**config.mk**
```make
export PLATFORM = sky130hd
export DESIGN_NAME = cmwc_front
export DESIGN_NICKNAME = d
export VERILOG_FILES = /design/src/rtl/cmwc_pkg.sv /design/src/rtl/cmwc_front.sv
export SDC_FILE = /design/constraint.sdc
export NUM_CORES = 1
export LEC_CHECK = 0
export BUFFER_PORTS_ARGS = -buffer_cell sky130_fd_sc_hd__buf_4
export CAP_MARGIN = 5
export CORE_UTILIZATION = 50
export DETAILED_ROUTE_END_ITERATION = 12
export PLACE_DENSITY = 0.94
export SLEW_MARGIN = 20
export SYNTH_ARGS = -nofsm -noshare
export SYNTH_HDL_FRONTEND = slang
export SYNTH_SLANG_ARGS = --single-unit
export TNS_END_PERCENT = 10
```
**constraint.sdc**
```tcl
create_clock -name vclk -period 5.13
set_input_delay 0.513 -clock vclk [all_inputs]
set_output_delay 0.513 -clock vclk [all_outputs]
set_load 0.1 [all_outputs]
```
**src/rtl/cmwc_pkg.sv**
```systemverilog
`timescale 1ns / 1ps

package cmwc_pkg;

    localparam int WORD_W = 32;
    localparam int MODE_W = 2;
    localparam int MULT_W = 15;
    localparam int PROD_W = WORD_W + MULT_W;
    localparam int SUM_W  = PROD_W + 1;

    localparam int TABLE_DEPTH_DEF = 4096;
    localparam int QUEUE_DEPTH     = 2;
    localparam int QUEUE_PTR_W     = $clog2(QUEUE_DEPTH);
    localparam int QUEUE_CNT_W     = $clog2(QUEUE_DEPTH + 1);

    localparam logic [MULT_W-1:0] CMWC_MULT  = 15'd18705;
    localparam logic [WORD_W-1:0] CMWC_TOP   = 32'hffff_fffe;
    localparam logic [WORD_W-1:0] CARRY_INIT = 32'd362436;
    localparam logic [WORD_W-1:0] GOLDEN     = 32'h9e37_79b9;

    // Input mode codes
    localparam logic [MODE_W-1:0] MODE_RAW     = 2'd0;
    localparam logic [MODE_W-1:0] MODE_BOUNDED = 2'd1;
    localparam logic [MODE_W-1:0] MODE_RESEED  = 2'd2;

    // Commands handed from the front to the back
    localparam int OP_W = 2;
    localparam logic [OP_W-1:0] OP_RAW  = 2'd0;
    localparam logic [OP_W-1:0] OP_MOD  = 2'd1;
    localparam logic [OP_W-1:0] OP_ERR  = 2'd2;
    localparam logic [OP_W-1:0] OP_FILL = 2'd3;

    typedef struct packed {
        logic [OP_W-1:0]   op;
        logic [WORD_W-1:0] arg_a;   // seed for a refill, lower bound for a bounded draw
        logic [WORD_W-1:0] arg_b;   // span of the bounded range
    } cmd_t;

endpackage

```
**src/rtl/cmwc_front.sv**
```systemverilog
`timescale 1ns / 1ps

module cmwc_front
(
    input  logic                               in_valid,
    output logic                               in_stall,
    input  logic [cmwc_pkg::MODE_W-1:0]        mode,
    input  logic [cmwc_pkg::WORD_W-1:0]        seed_value,
    input  logic [cmwc_pkg::WORD_W-1:0]        range_low,
    input  logic [cmwc_pkg::WORD_W-1:0]        range_high,
    output logic                               push,
    output cmwc_pkg::cmd_t                     push_cmd,
    input  logic                               queue_full
);

    logic keep;

    // Classify the item; an unused mode is taken and dropped.
    always_comb
    begin
        keep           = 1'b1;
        push_cmd.op    = cmwc_pkg::OP_RAW;
        push_cmd.arg_a = range_low;
        push_cmd.arg_b = range_high - range_low;
        case (mode)
            cmwc_pkg::MODE_RAW:
            begin
                push_cmd.op = cmwc_pkg::OP_RAW;
            end
            cmwc_pkg::MODE_BOUNDED:
            begin
                if (range_high <= range_low)
                begin
                    push_cmd.op = cmwc_pkg::OP_ERR;
                end
                else
                begin
                    push_cmd.op = cmwc_pkg::OP_MOD;
                end
            end
            cmwc_pkg::MODE_RESEED:
            begin
                push_cmd.op    = cmwc_pkg::OP_FILL;
                push_cmd.arg_a = seed_value;
            end
            default:
            begin
                keep = 1'b0;
            end
        endcase
    end

    assign in_stall = queue_full;
    assign push     = in_valid && !queue_full && keep;

endmodule

```
======== Word-level counts from Yosys, hierarchy flattened ========
Cells that the tools add are included.
operators by class
  $lt $le $gt $ge ......................... 1
  equality and inequality tests ........... 2
  reductions and logical operators ........ 5
  mux-type cells .......................... 4
  add/sub/neg operators ................... 1
operators with widths
  operator              number
  $le A32 B32 Y1        1
  $mux W32              1
  $sub A32 B32 Y32      1
  $pmux W2 S2           1
  $reduce_or A3 Y1      1
  $eq A2 B1 Y1 const B  1
  $eq A2 B2 Y1 const B  1
  $logic_and A1 B1 Y1   2
  $logic_not A2 Y1      1
  $mux W2               1
  $logic_not A1 Y1      1
  $mux W1               1
storage, ports and cells
  register bits ........................... 0

======== Depth between registers and ports, before layout ========
  depth after elaboration ................. 4
  mapped depth ............................ 10
  depth with buffers taken out ............ 9

======== Worst setup path before layout ========
OpenSTA, ideal clock, no wires.
  path type ............................... input to output
  from .................................... input range_low[23] (netlist name)
  to ...................................... output push_cmd[65] (netlist name)
  path buffers ............................ 1
  data arrival time ....................... 3.974 ns
  data required time ...................... 4.617 ns
  setup slack ............................. 0.643 ns
  stages on the path ...................... 9
  path through ............................ inv_1 ha_1 buf_2 a21oi_1 o21ai_1 a221oi_1 o21ai_1 a21o_1 a211oi_1
RTL lines
  what                RTL line          source
  start: declaration  cmwc_front.sv:9   input logic [cmwc_pkg::WORD_W-1:0] range_low,
  end: declaration    cmwc_front.sv:12  output cmwc_pkg::cmd_t push_cmd,

==> summary.txt <==
Floorplan
  – Die ar.: 5757 µm²
  – Core ar.: 5172 µm²
  – Site Rows: 26
  – Initial core utilization: 0.5276
  – Die X-Extent: 75.88 µm
  – I/O pins: 168
  – Die height: 75.88 µm

Route
  – Routed wire length: 9.619 mm
  – Avg Vias per Cell: 5.825
  – Post-route ant nets: 0
  – Routed wire per std cell: 14.80 µm
  – DR DRC count: 0
  – Iter 0 DRT Violations: 216
  – DR vias: 3,786
  – Drt first pass iters: 5

Yosys
  – Yosys warnings: 0
  – Avg Inst Size Synth: 6.216 µm²
  – Mapped Area: 2729 µm²
  – Post-synthesis cell type count: 64
  – Sequential share of the synthesized area: 0
  – Post-synthesis cell count: 439
  – Syn Nets: 575

Global route
  – Vias in the first global route: 3,303
  – Global-route wire length before repair: 14.12 mm
  – Layer with the highest usage: met2
  – Routing usage on met1: 0.3699
  – Total global-route track usage: 0.3099
  – Grt met3 use: 0.01455
  – Antenna violations before repair: 0
  – Met2 Track Usage GR: 0.6077
  – Aggregate global routing overflow: 0
  – Largest net degree at the start of global routing: 67

Clocking
  – Post-cts resize count: 0
  – Postcts setup bufs: 0
  – # hold bufs at CTS: 0

STA
  – Setup violations, final: 0
  – RSZ-0062 raised after global routing: no
  – Final min period: 3.439 ns
  – Max-slew violation count: 0
  – TNS Setup: 0 ns
  – Fmax: 290.7 MHz
  – Final hold violations: 0
  – Final WS setup: 1.691 ns
  – Final period utilization: 0.6705
  – Slew HR: 0.5776
  – Worst-Margin Slew: 0.6336 ns

Worst setup path
  – Most frequent CP cell: o21ai_0
  – WP data arrival: 2.93 ns
  – Worst Setup End Kind: output pin
  – Worst path required time: 4.62 ns
  – Crit-path cells: buf_4, ha_1, fa_1, nor2b_1, o21ai_0, a21oi_1, o21ai_0, o21ai_0, xor2_1, buf_4
  – Worst path top cell family by delay: compound AO/OA/AOI/OAI gates
  – Worst setup SP type: input port
  – Critical path class: input port to output pin
  – Buf/Inv on CP: 2
  – Worst path slowest cell: fa_1
  – Worst path depth: 10
  – Max incr delay on CP: 0.40 ns
  – Worst Path Max Fanout: 3

Final layout
  – Final non-filler cell total: 650
  – Nets@finish: 718
  – Multi-input logic area: 2414 µm²
  – Design Area, Final: 3943 µm²
  – Layout fillers: 408
  – Register Area: 0 µm²
  – Most common cell after layout, fill and taps aside: buf_4
  – Syn-to-layout area delta: 44.47%
  – Number of sequential cells: 0
  – Share of cells above drive strength 1: 0.3155
  – N_diodes: 0
  – Highest-count cells in the layout ignoring fill and taps: 168 x buf_4, 61 x nand2_1, 48 x inv_1
  – Clkbuf count: 0

Min path
  – Worst Hold Launch: queue_full
  – Hold EP: in_stall
  – HP Class: input port to output pin
  – Hold Path Depth: 2

Pwr
  – P_leak: 2.022 nW
  – Psw: 0.8302 mW
  – Power density over cell area: 279.5 nW/µm²
  – Internal Power: 0.2717 mW
  – Overall Power: 1.102 mW
  – Clk pwr share: 0
  – Reg power frac: 0
  – Max VDD drop: 0.2292 mV
  – Sw Ratio: 0.7534
  – Gate power share: 1.000

Flow run
  – Max Cap Viol: 0

Place
  – DP HPWL: 8.025 mm
  – GP Congestion: 0.9911
  – I/O Buffers: 168
  – Setup Slack @ Placement: 1.829 ns
  – Area after DPL: 3933 µm²
  – Cell total after placement: 650

Run status
  – Status: completed
==> worst max path at each step <==
stage | from | endpoint | slack [ns]
floorplan | range_low[23] | push_cmd[65] | 0.64
global placement | range_low[0] | push_cmd[18] | 1.83
detailed placement | range_low[0] | push_cmd[18] | 1.83
CTS | range_low[0] | push_cmd[18] | 1.82
global route | range_low[0] | push_cmd[18] | 1.63
finish | range_low[0] | push_cmd[18] | 1.69
==> cell type report <==
type,instances,share of cell area
inverter,48,0.04570
multi-input combinational,364,0.6122
tap,70,0.02222
timing repair buffer,168,0.3199
==> logic make-up after synthesis <==
logic type / share of synthesized area
XOR/XNOR: 0.08345
AO/OA/AOI/OAI: 0.3366
AND/OR/NAND/NOR: 0.2879
adder cells (fa/ha/maj): 0.1678
buffers and inverters: 0.1201
multiplexers: 0.004126
==> per-stage QoR <==
stage | hold slack, ns | util
after floorplan | 1.238 | -
after global placement | 1.363 | 0.7603
after detailed placement | 1.365 | 0.7603
after CTS | 1.366 | 0.7603
after global routing | 1.367 | 0.7622
final | 1.367 | 0.7622
==> synth_stat cells, types with 2 or more instances <==
library cell / n / share of area
nand2_1: 61 / 0.084
a221oi_1: 3 / 0.0096
o21a_1: 8 / 0.022
a211o_1: 2 / 0.0064
and2_1: 7 / 0.016
o21ai_1: 6 / 0.011
nor2b_1: 2 / 0.0046
a31oi_1: 2 / 0.0046
a21o_1: 10 / 0.028
buf_6: 3 / 0.012
clkbuf_1: 7 / 0.0096
and3_1: 7 / 0.016
nand4_1: 11 / 0.025
a311o_1: 2 / 0.0073
a21oi_2: 2 / 0.0064
buf_2: 16 / 0.029
o2111ai_1: 3 / 0.0096
or2_2: 2 / 0.0046
o21bai_1: 2 / 0.0055
xor2_1: 9 / 0.029
o211ai_1: 5 / 0.014
nor2_1: 24 / 0.033
ha_1: 35 / 0.16
nor4_1: 2 / 0.0046
a21oi_1: 32 / 0.059
inv_1: 48 / 0.066
xnor2_1: 17 / 0.055
nand3b_1: 2 / 0.0055
o21ai_0: 44 / 0.081
o211a_1: 2 / 0.0073
nand3_1: 20 / 0.037
nor3_1: 9 / 0.017
a211oi_1: 3 / 0.0083
==> power groups by stage <==
stage | registers (mW) | logic (mW) | clock network, mW
detailed placement | 0 | 1.09 | 0
finish | 0 | 1.10 | 0
CTS | 0 | 1.10 | 0
global placement | 0 | 1.08 | 0
global route | 0 | 1.15 | 0
floorplan | 0 | 0.858 | 0
==> routing by layer <==
metal,part of all wire,vias up
li1,-,1838
met1,0.39,1717
met2,0.51,211
met3,0.088,20
met4,0.018,0
met5,0,-
Power figures use the tool's default switching activity.
