`src/rtl/cmwc_pkg.sv`:
```
`timescale 1ns / 1ps

package cmwc_pkg;

    localparam int WORD_W = 32;
    localparam int MODE_W = 2;
    localparam int MULT_W = 15;
    localparam int PROD_W = WORD_W + MULT_W;
    localparam int SUM_W  = PROD_W + 1;

    localparam int TABLE_DEPTH_DEF = 4096;
    localparam int QUEUE_DEPTH     = 2;
    localparam int QUEUE_PTR_W     = $clog2(QUEUE_DEPTH);
    localparam int QUEUE_CNT_W     = $clog2(QUEUE_DEPTH + 1);

    localparam logic [MULT_W-1:0] CMWC_MULT  = 15'd18705;
    localparam logic [WORD_W-1:0] CMWC_TOP   = 32'hffff_fffe;
    localparam logic [WORD_W-1:0] CARRY_INIT = 32'd362436;
    localparam logic [WORD_W-1:0] GOLDEN     = 32'h9e37_79b9;

    // Input mode codes
    localparam logic [MODE_W-1:0] MODE_RAW     = 2'd0;
    localparam logic [MODE_W-1:0] MODE_BOUNDED = 2'd1;
    localparam logic [MODE_W-1:0] MODE_RESEED  = 2'd2;

    // Commands handed from the front to the back
    localparam int OP_W = 2;
    localparam logic [OP_W-1:0] OP_RAW  = 2'd0;
    localparam logic [OP_W-1:0] OP_MOD  = 2'd1;
    localparam logic [OP_W-1:0] OP_ERR  = 2'd2;
    localparam logic [OP_W-1:0] OP_FILL = 2'd3;

    typedef struct packed {
        logic [OP_W-1:0]   op;
        logic [WORD_W-1:0] arg_a;   // seed for a refill, lower bound for a bounded draw
        logic [WORD_W-1:0] arg_b;   // span of the bounded range
    } cmd_t;

endpackage

```
`src/rtl/cmwc_queue.sv`:
```
`timescale 1ns / 1ps

module cmwc_queue
(
    input  logic           clk,
    input  logic           rst_n,
    input  logic           push,
    input  cmwc_pkg::cmd_t push_cmd,
    output logic           full,
    output logic           q_valid,
    output cmwc_pkg::cmd_t q_cmd,
    input  logic           pop
);

    localparam logic [cmwc_pkg::QUEUE_CNT_W-1:0] FULL_CNT =
        cmwc_pkg::QUEUE_CNT_W'(cmwc_pkg::QUEUE_DEPTH);
    localparam logic [cmwc_pkg::QUEUE_PTR_W-1:0] LAST_PTR =
        cmwc_pkg::QUEUE_PTR_W'(cmwc_pkg::QUEUE_DEPTH - 1);

    cmwc_pkg::cmd_t                     slot_reg [cmwc_pkg::QUEUE_DEPTH];
    logic [cmwc_pkg::QUEUE_PTR_W-1:0]   wr_ptr_reg, wr_ptr_next;
    logic [cmwc_pkg::QUEUE_PTR_W-1:0]   rd_ptr_reg, rd_ptr_next;
    logic [cmwc_pkg::QUEUE_CNT_W-1:0]   cnt_reg, cnt_next;
    logic                               do_push, do_pop;

    assign full    = (cnt_reg == FULL_CNT);
    assign q_valid = (cnt_reg != '0);
    assign q_cmd   = slot_reg[rd_ptr_reg];
    assign do_push = push && !full;
    assign do_pop  = pop && q_valid;

    always_comb
    begin
        wr_ptr_next = wr_ptr_reg;
        rd_ptr_next = rd_ptr_reg;
        cnt_next    = cnt_reg;
        if (do_push)
        begin
            wr_ptr_next = (wr_ptr_reg == LAST_PTR) ? '0 : wr_ptr_reg + 1'b1;
        end
        if (do_pop)
        begin
            rd_ptr_next = (rd_ptr_reg == LAST_PTR) ? '0 : rd_ptr_reg + 1'b1;
        end
        if (do_push && !do_pop)
        begin
            cnt_next = cnt_reg + 1'b1;
        end
        else if (do_pop && !do_push)
        begin
            cnt_next = cnt_reg - 1'b1;
        end
    end

    always_ff @(posedge clk or negedge rst_n)
    begin
        if (!rst_n)
        begin
            wr_ptr_reg <= '0;
            rd_ptr_reg <= '0;
            cnt_reg    <= '0;
        end
        else
        begin
            wr_ptr_reg <= wr_ptr_next;
            rd_ptr_reg <= rd_ptr_next;
            cnt_reg    <= cnt_next;
        end
    end

    always_ff @(posedge clk)
    begin
        if (do_push)
        begin
            slot_reg[wr_ptr_reg] <= push_cmd;
        end
    end

endmodule

```
`config.mk`:
```
export PLATFORM = sky130hd
export DESIGN_NAME = cmwc_queue
export DESIGN_NICKNAME = d
export VERILOG_FILES = /design/src/rtl/cmwc_pkg.sv /design/src/rtl/cmwc_queue.sv
export SDC_FILE = /design/constraint.sdc
export NUM_CORES = 1
export LEC_CHECK = 0
export BUFFER_PORTS_ARGS = -buffer_cell sky130_fd_sc_hd__clkbuf_2
export CAP_MARGIN = 20
export CELL_PAD_IN_SITES_DETAIL_PLACEMENT = 1
export CELL_PAD_IN_SITES_GLOBAL_PLACEMENT = 1
export CORE_MARGIN = 4
export CORE_UTILIZATION = 40
export CTS_CLUSTER_DIAMETER = 80
export DETAILED_ROUTE_END_ITERATION = 6
export PLACE_DENSITY = 0.85
export SLEW_MARGIN = 40
export SYNTH_ARGS = -nofsm -noshare
export SYNTH_HDL_FRONTEND = slang
export SYNTH_SLANG_ARGS = --single-unit
```
`constraint.sdc`:
```
create_clock -name clk -period 3.8 [get_ports clk]
set_input_delay 0.38 -clock clk [delete_from_list [all_inputs] [get_ports clk]]
set_output_delay 0.38 -clock clk [all_outputs]
set_load 0.005 [all_outputs]
```
## Yosys cells after proc, flatten, opt, wreduce, memory -nomap -nowiden

Memories as Yosys holds them, arrays and structs flattened.
Cells that the tools add are included.

- ROM bits: 0
- Output and inout port bits: 68
- Memories: 1
- Word-level logic and storage cells: 24
- Bits in registers: 4
- Bits in latches: 0
- RAM bits: 132
- Bits of input ports: 70

Memories:

| memory | words | bits a word | read ports | clocked after memory_dff | write ports | line | RTL |
|---|---|---|---|---|---|---|---|
| slot_reg | 2 | 66 | 1 | 0 | 1 | cmwc_queue.sv:20 | `cmwc_pkg::cmd_t slot_reg [cmwc_pkg::QUEUE_DEPTH];` |

- Order comparisons: 0
- Reduce and logical (&&, ||, !) cells: 9
- Multipliers: 0
- Shifts and indexed selects: 0
- Add/sub/neg operators: 4
- Equality and inequality tests: 1
- Mux-type cells: 6
- Divide/modulo/power cells: 0
- Bitwise logic cells: 0

Operator list:

| cell | number |
|---|---|
| $logic_and A1 B1 Y1 | 4 |
| $mux W1 | 4 |
| $mux W2 | 2 |
| $reduce_bool A2 Y1 | 2 |
| $logic_not A1 Y1 | 3 |
| $add A1 B1 Y1 const B | 2 |
| $add A2 B1 Y2 const B | 1 |
| $eq A2 B2 Y1 const B | 1 |
| $sub A2 B1 Y2 const B | 1 |

## Longest topological paths before layout

Gate-level depths: netlist of the first run.

- Depth after elaboration: 7
- Mapped depth: 7
- Depth with buffers taken out: 7

## Worst setup path before layout of the first run

Ideal clock, no wire load.

- Path kind: register -> register
- From: register cnt_reg[0] (netlist bit)
- To: memory slot_reg[0][0] (netlist bit) (enable)
- Slack: -0.072 ns
- Period minus slack after synthesis: 3.872 ns
- Cell stages (with the launch flop): 4
- Data arrival time: 3.382 ns
- Required time: 3.310 ns
- Buffers on the path: 0
- Library setup time: 0.490 ns
- Cells stage by stage: dfrtp_1 > nand2b_1 > nand2_1 > nor2_1

- Word-level cells in the longest chain between the ends: 5

Ends and longest elaborated chain:

| element | line | RTL |
|---|---|---|
| start, declared | cmwc_queue.sv:23 | `logic [cmwc_pkg::QUEUE_CNT_W-1:0] cnt_reg, cnt_next;` |
| start signal, assigned | cmwc_queue.sv:67 | `cnt_reg <= cnt_next;` |
| $eq A2 B2 Y1 | cmwc_queue.sv:26 | `assign full = (cnt_reg == FULL_CNT);` |
| $logic_not A1 Y1 | cmwc_queue.sv:29 | `assign do_push = push && !full;` |
| $logic_and A1 B1 Y1 | cmwc_queue.sv:29 |  |
| $mux W1 | cmwc_queue.sv:73 | `if (do_push)` |
| $mux W1 (not written as such) | cmwc_queue.sv:75 | `slot_reg[wr_ptr_reg] <= push_cmd;` |
| end, declared | cmwc_queue.sv:20 |  |

Every way passes these cells.

==> results of run 1 <==
==> metrics by stage <==
step           std cells  utilization, %
2_1_floorplan        224               -
3_3_place_gp         523           48.72
3_5_place_dp         526           49.21
4_1_cts              558           53.22
5_1_grt              558           53.22
6_report             558           53.22
==> cells in the mapped netlist <==
library cell,number
sky130_fd_sc_hd__nand2b_1,1
sky130_fd_sc_hd__edfxtp_1,132
sky130_fd_sc_hd__buf_6,3
sky130_fd_sc_hd__xor2_1,2
sky130_fd_sc_hd__ha_1,1
sky130_fd_sc_hd__nor2_1,2
sky130_fd_sc_hd__nand2_1,2
sky130_fd_sc_hd__and3_1,1
sky130_fd_sc_hd__dfrtp_1,4
sky130_fd_sc_hd__buf_2,3
sky130_fd_sc_hd__or2_2,1
sky130_fd_sc_hd__inv_1,2
sky130_fd_sc_hd__mux2_2,36
sky130_fd_sc_hd__mux2_4,30
sky130_fd_sc_hd__xnor2_1,3
sky130_fd_sc_hd__buf_4,1
==> worst paths after layout <==
kind / to / cells after the start / slack [ns]
min in group asynchronous: cnt_reg[0] / 2 / 0.33
max in group asynchronous: rd_ptr_reg / 2 / 3.31
max reg2reg: slot_reg[0][32] / 4 / 1.84
max: q_cmd[45] / 4 / 1.45
min reg2reg: cnt_reg[1] / 1 / 0.50
min: slot_reg[0][35] / 1 / 0.16
==> cell type report <==
| type | instances | area [um2] | area share, % |
|---|---|---|---|
| clock inverter | 9 | 35.03 | 0.5391 |
| multi-input combinational | 79 | 958.4 | 14.75 |
| tap | 168 | 210.2 | 3.235 |
| inverter | 2 | 7.507 | 0.1155 |
| clock buffer | 22 | 444.2 | 6.835 |
| timing repair buffer | 142 | 775.7 | 11.94 |
| sequential | 136 | 4068 | 62.59 |
==> timing repair <==
| action | CTS | global route |
|---|---|---|
| endpoints found under the setup margin | 0 | 0 |
| hold buffers | 1 | 0 |
| endpoints found under the hold margin | 4 | 0 |
==> routing by layer <==
metal / vias up / global-route usage, %
li1: 1195 / -
met5: - / 0
met2: 88 / 24.52
met3: 13 / 4.630
met1: 1259 / 16.27
met4: 0 / 6.161
==> power breakdown <==
part           switching [mW]  internal (mW)
Sequential              0.130           2.06
Combinational           0.655          0.760
Clock                   0.529          0.807
==> critical path, cell delays in order, from the launching register on <==
cell	delay [ns]
sky130_fd_sc_hd__dfrtp_4	0.58
sky130_fd_sc_hd__buf_12	0.24
sky130_fd_sc_hd__buf_12	0.24
sky130_fd_sc_hd__mux2_2	0.36
sky130_fd_sc_hd__clkbuf_2	0.11
==> logic make-up (layout without fill, tap and decap cells) <==
| group | Yosys count | count (layout) | synth area share [%] |
|---|---|---|---|
| DFF | 136 | 136 | 80.10 |
| muxes | 66 | 66 | 16.87 |
| buffers and inverters | 9 | 175 | 1.258 |
| and+or+nand+nor | 7 | 7 | 0.6662 |
| xor gates and xnor gates | 5 | 5 | 0.8633 |
| adders and majority gates | 1 | 1 | 0.2466 |
==> run summary, run 1 <==
- 120.6 um — die boundary width
- 6010 um2 — post-detailed-placement cell area
- 295 — Synthesized Nets
- 0.05 ns — post-CTS clock slew at the launch and capture registers of the worst setup and hold paths
- 1.97 ns — arrival time of the worst setup path
- 4.939 mW — total power draw
- 0.6568 — Placer Congestion
- 14.25% — GR Util All Layers
- 137 — Port Buffer Count
- 1.455 ns — worst setup slack after layout
- 2,982 — number of global-route vias before repair
- 28.09% — area grow syn2layout
- 0 — Hold Vio Cnt, Final
- 0 — Max Slew Vio Count
- 61.72% — share of the clock period used by the worst path
- 3792 um — post-route met1 wirelength
- 2,555 — routed vias
- 2.345 ns — final critical-path required period
- 0 — Antenna Diode Count
- yes — TritonCTS clock tree
- 224 — post-synthesis cell count
- 1,182 — filler cell count in the final layout
- 12,210 um2 — area of the placeable core
- 6754 um — total half-perimeter wirelength after legalization and detailed placement
- 0 — Final setup violation count
- 0 — sum of overflow across all layers after global routing
- 0 — Final ANT Viol Nets
- 0.41 ns — clock insertion delay at the later pin of the skew report
- 0 — # resized after CTS
- 3.42 ns — required time at the endpoint of the critical path
- 89 — number of violations reported at the end of detailed-routing iteration 0
- 9754 um — final routed wirelength across all metal layers
- 17.48 um — routed length per instance
- 571 um — Detail Route met3 WL
- 0 — Post CTS Setup Buffer Count
- reg -> out — Setup Crit Path Kind
- 0 — number of antenna violations at the first check in global routing
- 0.006054 ns — skew final
- 0.3615 mV — maximum VDD drop
- 0.6076 ns — Tightest Pin Transition
- 5235 um — Detail Route met2 WL
- sky130_fd_sc_hd__clkbuf_16 — clock root buffer master
- 1.824 ns — post-place setup slack
- 4.579 — vias per cell
- 22.65 um2 — mean area per synthesized cell
- in -> reg — kind of path behind the tightest hold check
- 0.1630 ns — Final Hold Slack
- 136 — clock sink total
- completed — outcome
- 16 — distinct cell type count after synthesis
- sky130_fd_sc_hd__clkbuf_2 — most common cell after layout, fill and taps aside
- 760.1 nW/um2 — PD cells
- 2 — clock buffer depth
- 28 — largest fanout on the critical path
- 6499 um2 — final cell area excluding filler cells
- 132 — number of flip-flops under the largest register name
- 2.558 nW — P_leak
- push_cmd[35] — origin of the worst min-delay path
- 49 — largest net degree at the start of global routing
- 0 — warning count from the yosys run
- flop — kind of start point of the critical path
- 78.13% — top-area cell type share of the netlist area
- rd_ptr_reg — crit path from
- 40 — number of rows in the core area
- cnt_reg[0] — r2r startpoint
- primary output — kind of capture point of the worst setup path
- sky130_fd_sc_hd__edfxtp_1 (78%), sky130_fd_sc_hd__mux2_4 (8.9%), sky130_fd_sc_hd__mux2_2 (8.0%) — leading post-synthesis cells by cell area
- 0.4264 GHz — fmax
- 80.10% — sequential cell area fraction in the yosys report
- 449 — number of nets in the layout
- 15,640 um — first-pass GRT wire length
- 41.55% — effective utilization at floorplan
- 14,550 um2 — die area
- sky130_fd_sc_hd__edfxtp_1 — biggest area consumer among synthesized cells
- 59.40% — worst-case headroom to the max-slew limit
- met4 — top routing layer in use
- 138 — number of top-level pins
- 0 ns — total negative slack for setup checks
- 58.72% — fraction of layout cells with a size suffix above 1
- 5074 um2 — area of the mapped netlist
- 136 — number of synthesized register bits
- 120.6 um — height of the die
- no — RSZ-0062 raised after global routing
- 17 — cts bufs inserted
- sky130_fd_sc_hd__clkbuf_2 (137), sky130_fd_sc_hd__edfxtp_1 (132), sky130_fd_sc_hd__mux2_2 (36) — top library cells by usage in the layout, fill and taps aside
- 4 — iteration count of the initial detailed-routing pass
- 0 — Max-cap violations
- 0 — Post-route DRC
- 4 — CTS H-tree lvls
Note: power is estimated with default switching activity, not from simulation.
==> run 2: changes to the inputs <==
--- a/config.mk
+++ b/config.mk
@@ -10,10 +10,10 @@
 export CELL_PAD_IN_SITES_DETAIL_PLACEMENT = 1
 export CELL_PAD_IN_SITES_GLOBAL_PLACEMENT = 1
 export CORE_MARGIN = 4
-export CORE_UTILIZATION = 40
+export CORE_UTILIZATION = 44
 export CTS_CLUSTER_DIAMETER = 80
 export DETAILED_ROUTE_END_ITERATION = 6
-export PLACE_DENSITY = 0.85
+export PLACE_DENSITY = 0.88
 export SLEW_MARGIN = 40
 export SYNTH_ARGS = -nofsm -noshare
 export SYNTH_HDL_FRONTEND = slang
==> constraint.sdc (replaced) <==
create_clock -name clk -period 2.2 [get_ports clk]
set_input_delay 0.22 -clock clk [delete_from_list [all_inputs] [get_ports clk]]
set_output_delay 0.22 -clock clk [all_outputs]
set_load 0.005 [all_outputs]
==> run summary, run 2 (synthesis results as in run 1) <==
- completed — outcome
- 975 — filler cell count in the final layout
- 4 — CTS H-tree lvls
- buf_12, mux2_2, clkbuf_2 — cell-by-cell trace of the critical path
- 0 — Final ANT Viol Nets
- 18.82 um — routed length per instance
- 4068 um2 — area of all sequential standard cells
- sky130_fd_sc_hd__clkbuf_16 — clock root buffer master
- 17,210 um — first-pass GRT wire length
- 138 — number of top-level pins
- 39.95% — area grow syn2layout
- 0 — Antenna Diode Count
- 0.6450 — Placer Congestion
- 0.005943 ns — skew final
- 137 — Port Buffer Count
- in -> reg — kind of path behind the tightest hold check
- 1.957 ns — final critical-path required period
- 136 — clock sink total
- 0.40 ns — clock insertion delay at the later pin of the skew report
- 132 — number of flip-flops under the largest register name
- 0 — # resized after CTS
- 1.74 ns — arrival time of the worst setup path
- buffers and inverters — kind of cell with the highest combined delay on the critical path
- 0.5110 GHz — fmax
- 70.88% — worst-case headroom to the max-slew limit
- 1255 nW/um2 — PD cells
- 2.838 nW — P_leak
- 0 — sum of overflow across all layers after global routing
- 115.4 um — die boundary width
- 0 — Post-route DRC
- primary output — kind of capture point of the worst setup path
- 59 — number of buffers inserted for hold repair after clock tree synthesis
- 0 — Final setup violation count
- 52.67% — fraction of layout cells with a size suffix above 1
- 0.05 ns — post-CTS clock slew at the launch and capture registers of the worst setup and hold paths
- 0 — Max-cap violations
- 64.10% — final core occ
- 67 — largest fanout on the critical path
- 0 — Post CTS Setup Buffer Count
- 4.754 — vias per cell
- sky130_fd_sc_hd__clkbuf_2 — most common cell after layout, fill and taps aside
- 2,805 — routed vias
- 38 — number of rows in the core area
- 88.96% — share of the clock period used by the worst path
- 2 — clock buffer depth
- 17.80% — GR Util All Layers
- 0 ns — total negative slack for setup checks
- 4 — iteration count of the initial detailed-routing pass
- 3,191 — number of global-route vias before repair
- 2 — Worst Path Buf+Inv
- 7101 um2 — final cell area excluding filler cells
- 115.4 um — height of the die
- 68 — largest net degree at the start of global routing
- 0.8902 mV — maximum VDD drop
- 0.4368 ns — Tightest Pin Transition
- 1.98 ns — required time at the endpoint of the critical path
- 11,100 um — final routed wirelength across all metal layers
- reg -> out — Setup Crit Path Kind
- 6585 um — total half-perimeter wirelength after legalization and detailed placement
- 954.7 um2 — combined area of the multi-input logic cells
- 0 — number of antenna violations at the first check in global routing
- 0.41 ns — Slowest Stage Delay on Critical Path
- 508 — number of nets in the layout
- 5966 um2 — post-detailed-placement cell area
- no — RSZ-0062 raised after global routing
- yes — TritonCTS clock tree
- sky130_fd_sc_hd__dfrtp_4 — highest-delay cell along the critical path
- 0 — Hold Vio Cnt, Final
- 0 — Max Slew Vio Count
- 13,310 um2 — die area
- 11,080 um2 — area of the placeable core
- flop — kind of start point of the critical path
- 17 — cts bufs inserted
- 45.80% — effective utilization at floorplan
- 113 — number of violations reported at the end of detailed-routing iteration 0
- sky130_fd_sc_hd__clkbuf_2 (137), sky130_fd_sc_hd__edfxtp_1 (132), sky130_fd_sc_hd__dlygate4sd3_1 (59) — top library cells by usage in the layout, fill and taps aside
## run 2: worst paths after layout
kind                               from               to  slack, ns  cells after the start
min in group asynchronous         rst_n       cnt_reg[1]       0.17                      2
max                          rd_ptr_reg         q_cmd[0]       0.24                      3
max in group asynchronous         rst_n       rd_ptr_reg       1.88                      2
min                        push_cmd[36]  slot_reg[0][36]       0.02                      1
max reg2reg                  cnt_reg[0]   slot_reg[0][9]       0.54                      4
min reg2reg                  cnt_reg[1]       cnt_reg[1]       0.53                      1
## run 2: per-layer routing
metal	up-vias	global-route usage (%)	share of wire [%]
li1	1309	-	-
met1	1368	19.12	36
met2	108	31.87	56
met3	20	6.000	6.4
met4	0	7.668	2.0
met5	-	0	0
## run 2: layout make-up
cell class                 count  area share [%]
sequential                   136           57.29
timing repair buffer         201           19.03
multi-input combinational     79           13.44
clock buffer                  19           6.097
tap                          140           2.467
clock inverter                13           1.568
inverter                       2          0.1057
## run 2: through the flow
step | hold slack [ns] | setup slack (ns) | power (mW) | instances
floorplan | -0.07559 | 0.1540 | 5.292 | 224
global placement | 0.03367 | 0.6596 | 6.204 | 499
detailed placement | 0.03454 | 0.5591 | 6.313 | 499
CTS | 0.001511 | 0.2070 | 9.019 | 590
global route | 0.002701 | 0.1670 | 9.384 | 590
finish | 0.01925 | 0.2429 | 8.914 | 590
## run 2: power by group
group | total (mW) | internal [mW] | switching, mW
clock network | 2.59 | 1.63 | 0.961
registers | 3.73 | 3.55 | 0.174
logic | 2.59 | 1.36 | 1.23
total | 8.91 | 6.55 | 2.37
